==> src/hw/rtl/rce_pkg.sv <==
// Shared types and constants for the residency counter extender.
// No dependencies; compile first.
package rce_pkg;

  localparam int DEF_COUNTERS = 4;

  localparam int IDX_W   = 2;
  localparam int RAW_W   = 40;
  localparam int NARROW_W = 32;
  localparam int TOTAL_W = 64;
  localparam int MUL_W   = 20;
  localparam int DIV_W   = 32;
  localparam int HALF_W  = TOTAL_W / 2;
  localparam int PART_W  = HALF_W + MUL_W;
  localparam int PROD_W  = TOTAL_W + MUL_W;
  localparam int NS_W    = 64;

  localparam int STEP_BITS     = 2;
  localparam int DIV_NS_STEPS  = PROD_W / STEP_BITS;
  localparam int CNT_W         = $clog2(DIV_NS_STEPS);

  // Microseconds: q = ((ns >> 3) * US_RECIP) >> 68 is exact for every 64-bit ns.
  localparam int US_ACC_W      = 2 * TOTAL_W;
  localparam int US_PRE_SHIFT  = 3;
  localparam int US_POST_SHIFT = TOTAL_W + 4;
  localparam int US_REM_W      = 10;
  localparam int US_MUL_STEPS  = 4;
  localparam logic [TOTAL_W-1:0] US_RECIP = 64'h20C4_9BA5_E353_F7CF;

  localparam int CFG_IDX_W  = 2;
  localparam int CFG_DATA_W = 32;

  localparam logic [MUL_W-1:0] RESET_MUL = MUL_W'(1280);
  localparam logic [DIV_W-1:0] RESET_DIV = DIV_W'(1);
  localparam logic [DIV_W-1:0] NS_PER_US = DIV_W'(1000);

  typedef logic [IDX_W-1:0]   cnt_idx_t;
  typedef logic [RAW_W-1:0]   raw_t;
  typedef logic [TOTAL_W-1:0] total_t;
  typedef logic [NS_W-1:0]    time_t;

  typedef enum logic [CFG_IDX_W-1:0] {
    CFG_ENABLE  = 2'd0,
    CFG_WIDE    = 2'd1,
    CFG_MUL     = 2'd2,
    CFG_DIV     = 2'd3
  } cfg_reg_t;

  typedef enum logic [3:0] {
    ST_IDLE,
    ST_UPDATE,
    ST_ACCUM,
    ST_MUL_LO,
    ST_MUL_HI,
    ST_SUM,
    ST_DIV_NS,
    ST_US_LOAD,
    ST_US_MUL,
    ST_US_ROUND,
    ST_FINISH
  } state_t;

  typedef struct packed {
    logic capture;
    logic update;
    logic accum;
    logic mul_lo;
    logic mul_hi;
    logic load_prod;
    logic div_step;
    logic load_us;
    logic us_mul;
    logic us_hi_a;
    logic us_hi_m;
    logic us_round;
    logic load_out;
  } rce_cmd_t;

  typedef struct packed {
    logic skip_in;
  } rce_stat_t;

endpackage

==> src/hw/rtl/rce_ctrl.sv <==
// Sequencing state machine for the residency counter extender.
// Depends on rce_pkg; drives commands into rce_datapath.
module rce_ctrl (
  input  logic               clk,
  input  logic               rst_n,
  input  logic               in_valid,
  output logic               in_ready,
  output logic               out_valid,
  input  logic               out_ready,
  input  rce_pkg::rce_stat_t stat,
  output rce_pkg::rce_cmd_t  cmd
);
  import rce_pkg::*;

  state_t           state_r, state_nxt;
  logic [CNT_W-1:0] cnt_r, cnt_nxt;
  logic             out_valid_r, out_valid_nxt;
  logic             out_free;

  assign out_free  = !out_valid_r || out_ready;
  assign in_ready  = (state_r == ST_IDLE);
  assign out_valid = out_valid_r;

  always_ff @(posedge clk) begin
    if (!rst_n) begin
      state_r     <= ST_IDLE;
      cnt_r       <= '0;
      out_valid_r <= 1'b0;
    end else begin
      state_r     <= state_nxt;
      cnt_r       <= cnt_nxt;
      out_valid_r <= out_valid_nxt;
    end
  end

  always_comb begin
    state_nxt = state_r;
    cnt_nxt   = cnt_r;
    case (state_r)
      ST_IDLE:    if (in_valid) state_nxt = stat.skip_in ? ST_FINISH : ST_UPDATE;
      ST_UPDATE:  state_nxt = ST_ACCUM;
      ST_ACCUM:   state_nxt = ST_MUL_LO;
      ST_MUL_LO:  state_nxt = ST_MUL_HI;
      ST_MUL_HI:  state_nxt = ST_SUM;
      ST_SUM: begin
        state_nxt = ST_DIV_NS;
        cnt_nxt   = CNT_W'(DIV_NS_STEPS - 1);
      end
      ST_DIV_NS: begin
        if (cnt_r == '0) state_nxt = ST_US_LOAD;
        else cnt_nxt = cnt_r - 1'b1;
      end
      ST_US_LOAD: begin
        state_nxt = ST_US_MUL;
        cnt_nxt   = CNT_W'(US_MUL_STEPS - 1);
      end
      ST_US_MUL: begin
        if (cnt_r == '0) state_nxt = ST_US_ROUND;
        else cnt_nxt = cnt_r - 1'b1;
      end
      ST_US_ROUND: state_nxt = ST_FINISH;
      ST_FINISH:  if (out_free) state_nxt = ST_IDLE;
      default:    state_nxt = ST_IDLE;
    endcase
  end

  always_comb begin
    cmd           = '0;
    out_valid_nxt = out_valid_r && !out_ready;
    case (state_r)
      ST_IDLE:    cmd.capture   = in_valid;
      ST_UPDATE:  cmd.update    = 1'b1;
      ST_ACCUM:   cmd.accum     = 1'b1;
      ST_MUL_LO:  cmd.mul_lo    = 1'b1;
      ST_MUL_HI:  cmd.mul_hi    = 1'b1;
      ST_SUM:     cmd.load_prod = 1'b1;
      ST_DIV_NS:  cmd.div_step  = 1'b1;
      ST_US_LOAD: cmd.load_us   = 1'b1;
      ST_US_MUL: begin
        // Walk the four partial products, low halves first.
        cmd.us_mul  = 1'b1;
        cmd.us_hi_a = !cnt_r[1];
        cmd.us_hi_m = !cnt_r[0];
      end
      ST_US_ROUND: cmd.us_round = 1'b1;
      ST_FINISH: begin
        if (out_free) begin
          cmd.load_out  = 1'b1;
          out_valid_nxt = 1'b1;
        end
      end
      default: cmd = '0;
    endcase
  end

endmodule

==> config.mk <==
export PLATFORM = sky130hd
export DESIGN_NAME = rce_ctrl
export DESIGN_NICKNAME = d
export VERILOG_FILES = /design/src/hw/rtl/rce_pkg.sv /design/src/hw/rtl/rce_ctrl.sv
export SDC_FILE = /design/constraint.sdc
export NUM_CORES = 1
export LEC_CHECK = 0
export CAP_MARGIN = 40
export CORE_MARGIN = 2
export CORE_UTILIZATION = 55
export CTS_CLUSTER_DIAMETER = 30
export DETAILED_ROUTE_END_ITERATION = 8
export DONT_BUFFER_PORTS = 1
export PLACE_DENSITY_LB_ADDON = 0.25
export REMOVE_ABC_BUFFERS = 1
export SYNTH_ARGS = -nofsm -noshare
export SYNTH_HDL_FRONTEND = slang
export SYNTH_SLANG_ARGS = --single-unit
==> constraint.sdc <==
create_clock -name clk -period 5.08 [get_ports clk]
set_input_delay 0.254 -clock clk [delete_from_list [all_inputs] [get_ports clk]]
set_output_delay 0.254 -clock clk [all_outputs]
set_load 0.01 [all_outputs]
==> summary.md <==
| Metric | Value |
|---|---|
| I/O pins | `20` |
| GRT Residual Overflow | `0` |
| Lkg Pwr | `around 0.36 nW` |
| Antenna fix cells | `0` |
| Post-cts sizing count | `0` |
| Clock Tree Buf Depth | `2` |
| Crit path max-delay family | `flip-flops` |
| Placer Congestion | `~0.82` |
| Reg power frac | `40.3%` |
| Sequential share of the synthesized area | `between 20% and 30%` |
| Syn-to-layout area delta | `-0.4666%` |
| Max-cap violations | `0` |
| Peak supply drop | `around 0.22 mV` |
| Die height | `~42 um` |
| Routed wire length | `1666 um` |
| Cell variety after synth | `between 40 and 50` |
| Outcome | `finished, final reports clean` |
| CP Depth | `5` |
| Antenna violations before repair | `0` |
| Fmax | `approximately 0.47 GHz` |
| Vias | `between 700 and 800` |
| Crit-path slowest cell | `dfxtp_1` |
| Number of flops mapped to enable cells by yosys | `0` |
| Comb power frac | `roughly 44%` |
| Fin crit share | `a little over two fifths` |
| CP Cell Sequence | `or4b_4, clkinv_4, o22ai_4, a2111oi_2, mux2i_1` |
| Flop2flop setup slack | `a little under 3 ns` |
| Unrepaired setup endpoints after global routing | `no` |
| Reg clk slew, reported paths | `0.08 ns` |
| H-tree depth | `1` |
| Minimum clock period | `2.123 ns` |
| Reg2reg start | `state_r[3]` |
| P per Cell Area | `492.9 nW/um^2` |
| Clock sinks | `11` |
| Number of cell rows | `13` |
| Drt drc | `0` |
| Endpoints failing hold | `0` |
| Cell count after synthesis | `98` |
| Root Buffer | `clkbuf_4` |
| Synth async-reset ratio | `0%` |
| Req. time, crit path | `approximately 5.3 ns` |
| DR pass1 iterations | `2` |
| Bufs and invs on worst path | `1` |
| Routed Antenna Nets | `0` |
| Nets | `about 100` |
| Vias in the first global route | `632` |
| Post-CTS setup buffer count | `0` |
| DPL Wire Length | `1226 um` |
| Core area | `between 1000 and 1500 um^2` |
| DR vias/cell | `approximately 6.5` |
| Port Buf Inserts | `0` |
| # hold bufs at CTS | `0` |
| Die X | `around 42 um` |
| Startpoint Class | `register` |
| CP arrival | `between 2 and 2.5 ns` |
| Fillers | `142` |
| Crit. End Element | `register` |
| Crit path max fanout | `18` |
| Slew margin rel. | `between 50% and 60%` |
| Post-Place Cell Area | `slightly below 800 um^2` |
| 1st-iter DRT viols | `15` |
| Final Slew Violations | `0` |
| Fin area | `around 800 um^2` |
| Clock Latency Late Sink | `around 0.27 ns` |
| NetSw | `roughly 0.00018 W` |
| Hold/Removal Path Class | `in -> reg` |
| Top FF cell, synth | `dfxtp_1` |
| Share of post-route cells with drive strength above 1 | `under 10%` |
| Crit Reg-Reg Endpoint | `cnt_r[4]` |
| Clock network power share | `15.7%` |
| Min Hold Slack | `about 0.11 ns` |
| Mapped Avg Cell Area | `8.209 um^2` |
| Total track usage | `roughly a fifth` |
| First-pass GRT wire length | `2704 um` |
| Number of buffers created by CTS | `3` |
| Final Setup Violations | `0` |
| Crit-path max cell delay | `0.62 ns` |
| Post-Syn Area | `between 800 and 900 um^2` |
| Average routed wire per standard cell | `15.28 um` |
| Crit path capture | `cnt_r[4]` |
| Internal power | `between 0.0002 and 0.00025 W` |
| Final Skew | `0.008960 ns` |
| Setup crit start | `state_r[3]` |
| Starting density of the core | `roughly 60%` |
| Die Area | `about 1800 um^2` |
| Cell count of the worst reg-to-reg path | `5` |
| Largest net degree at the start of global routing | `19` |
| Setup TNS Final | `0 ns` |
| Ys Warns | `0` |
| Synthesis-stage register bit count | `11` |
| Setup Crit Path Kind | `reg -> reg` |
| Worst Max-Slew Pin Slew | `0.7045 ns` |
| TritonCTS clock tree | `done` |
| Switching part of the total power | `a little under half` |
## logic make-up after synthesis
logic type,count (synthesis),share of synthesized area [%]
buffers and inverters,16,10.42
adders and majority gates,1,1.555
and+or+nand+nor,40,29.86
DFF,11,27.37
muxes,1,1.244
AOI/OAI and AO/OA,28,28.46
xor gates and xnor gates,1,1.089
## power by group through the flow
stage          Clock (W)  Combinational (W)  Sequential, W
2_1_floorplan          0           0.000150       0.000148
3_3_place_gp           0           0.000169       0.000160
3_5_place_dp           0           0.000173       0.000160
4_1_cts        0.0000615           0.000174       0.000158
5_1_grt        0.0000659           0.000190       0.000167
6_report       0.0000619           0.000174       0.000159
## layout by cell type, fill, tap and decap left out, types with 2 or more instances in the layout
| cell type | instances |
|---|---|
| a21oi_1 | 7 |
| and3_1 | 3 |
| clkbuf_4 | 3 |
| dfxtp_1 | 11 |
| inv_1 | 6 |
| nand2_1 | 5 |
| nand2b_1 | 3 |
| nand3_1 | 3 |
| nor2_1 | 6 |
| nor3_1 | 6 |
| nor4_1 | 3 |
| o211a_1 | 3 |
| o21a_1 | 3 |
| o2bb2ai_1 | 2 |
| o31ai_1 | 2 |
## cell usage after synthesis, types with 3 or more instances
library cell   n  area, um^2
o21a_1         3       22.52
a21oi_1        7       35.03
nor4_1         3       18.77
nand2b_1       3       18.77
nand3_1        3       15.01
inv_1          6       22.52
dfxtp_1       11       220.2
o211a_1        3       30.03
nor3_1         6       30.03
clkbuf_1       4       15.01
nor2_1         6       22.52
nand2_1        5       18.77
and3_1         3       18.77
## through the flow
stage          instances  util, %  setup slack, ns  power (W)
2_1_floorplan         90        -            3.154  0.0002977
6_report             109    60.04            2.957  0.0003947
3_5_place_dp         105    58.07            2.988  0.0003339
4_1_cts              109    60.04            2.961  0.0003942
5_1_grt              109    60.04            2.861  0.0004221
3_3_place_gp         105    58.07            3.040  0.0003288
## final cells by class
| type | instances | area [um^2] | share of cell area (%) |
|---|---|---|---|
| clock buffers | 4 | 26.28 | 3.281 |
| inverters | 8 | 35.03 | 4.375 |
| multi-input cells | 71 | 500.5 | 62.50 |
| flip-flops and latches | 11 | 220.2 | 27.50 |
| well taps | 15 | 18.77 | 2.344 |
## worst register-to-register path: cells and delay by family (launching register included)
| family | cells | cell delay (ns) |
|---|---|---|
| flip-flops | 1 | 0.62 |
| AND/OR/NAND/NOR | 1 | 0.58 |
| AO/OA/AOI/OAI | 2 | 0.55 |
| multiplexers | 1 | 0.21 |
| buffers and inverters | 1 | 0.10 |
## flip-flops by register name, summed over array words and instances, names as in the netlist
register	flops
cnt_r	6
state_r	4
out_valid	1
## layer usage
| layer | up-vias | GRT usage [%] | share of wire, % |
|---|---|---|---|
| li1 | 360 | - | - |
| met1 | 323 | 22.72 | 46 |
| met2 | 16 | 32.00 | 47 |
| met3 | 5 | 6.897 | 4.4 |
| met4 | 0 | 8.750 | 2.6 |
| met5 | - | 0 | 0 |
## worst min path at each step
stage,depth (start not counted),end,from
2_1_floorplan,1,cnt_r[1],rst_n
3_3_place_gp,1,cnt_r[1],rst_n
3_5_place_dp,1,cnt_r[1],rst_n
4_1_cts,1,cnt_r[1],rst_n
5_1_grt,1,cnt_r[1],rst_n
6_report,1,cnt_r[0],rst_n
Note: power is estimated with default switching activity, not from simulation.
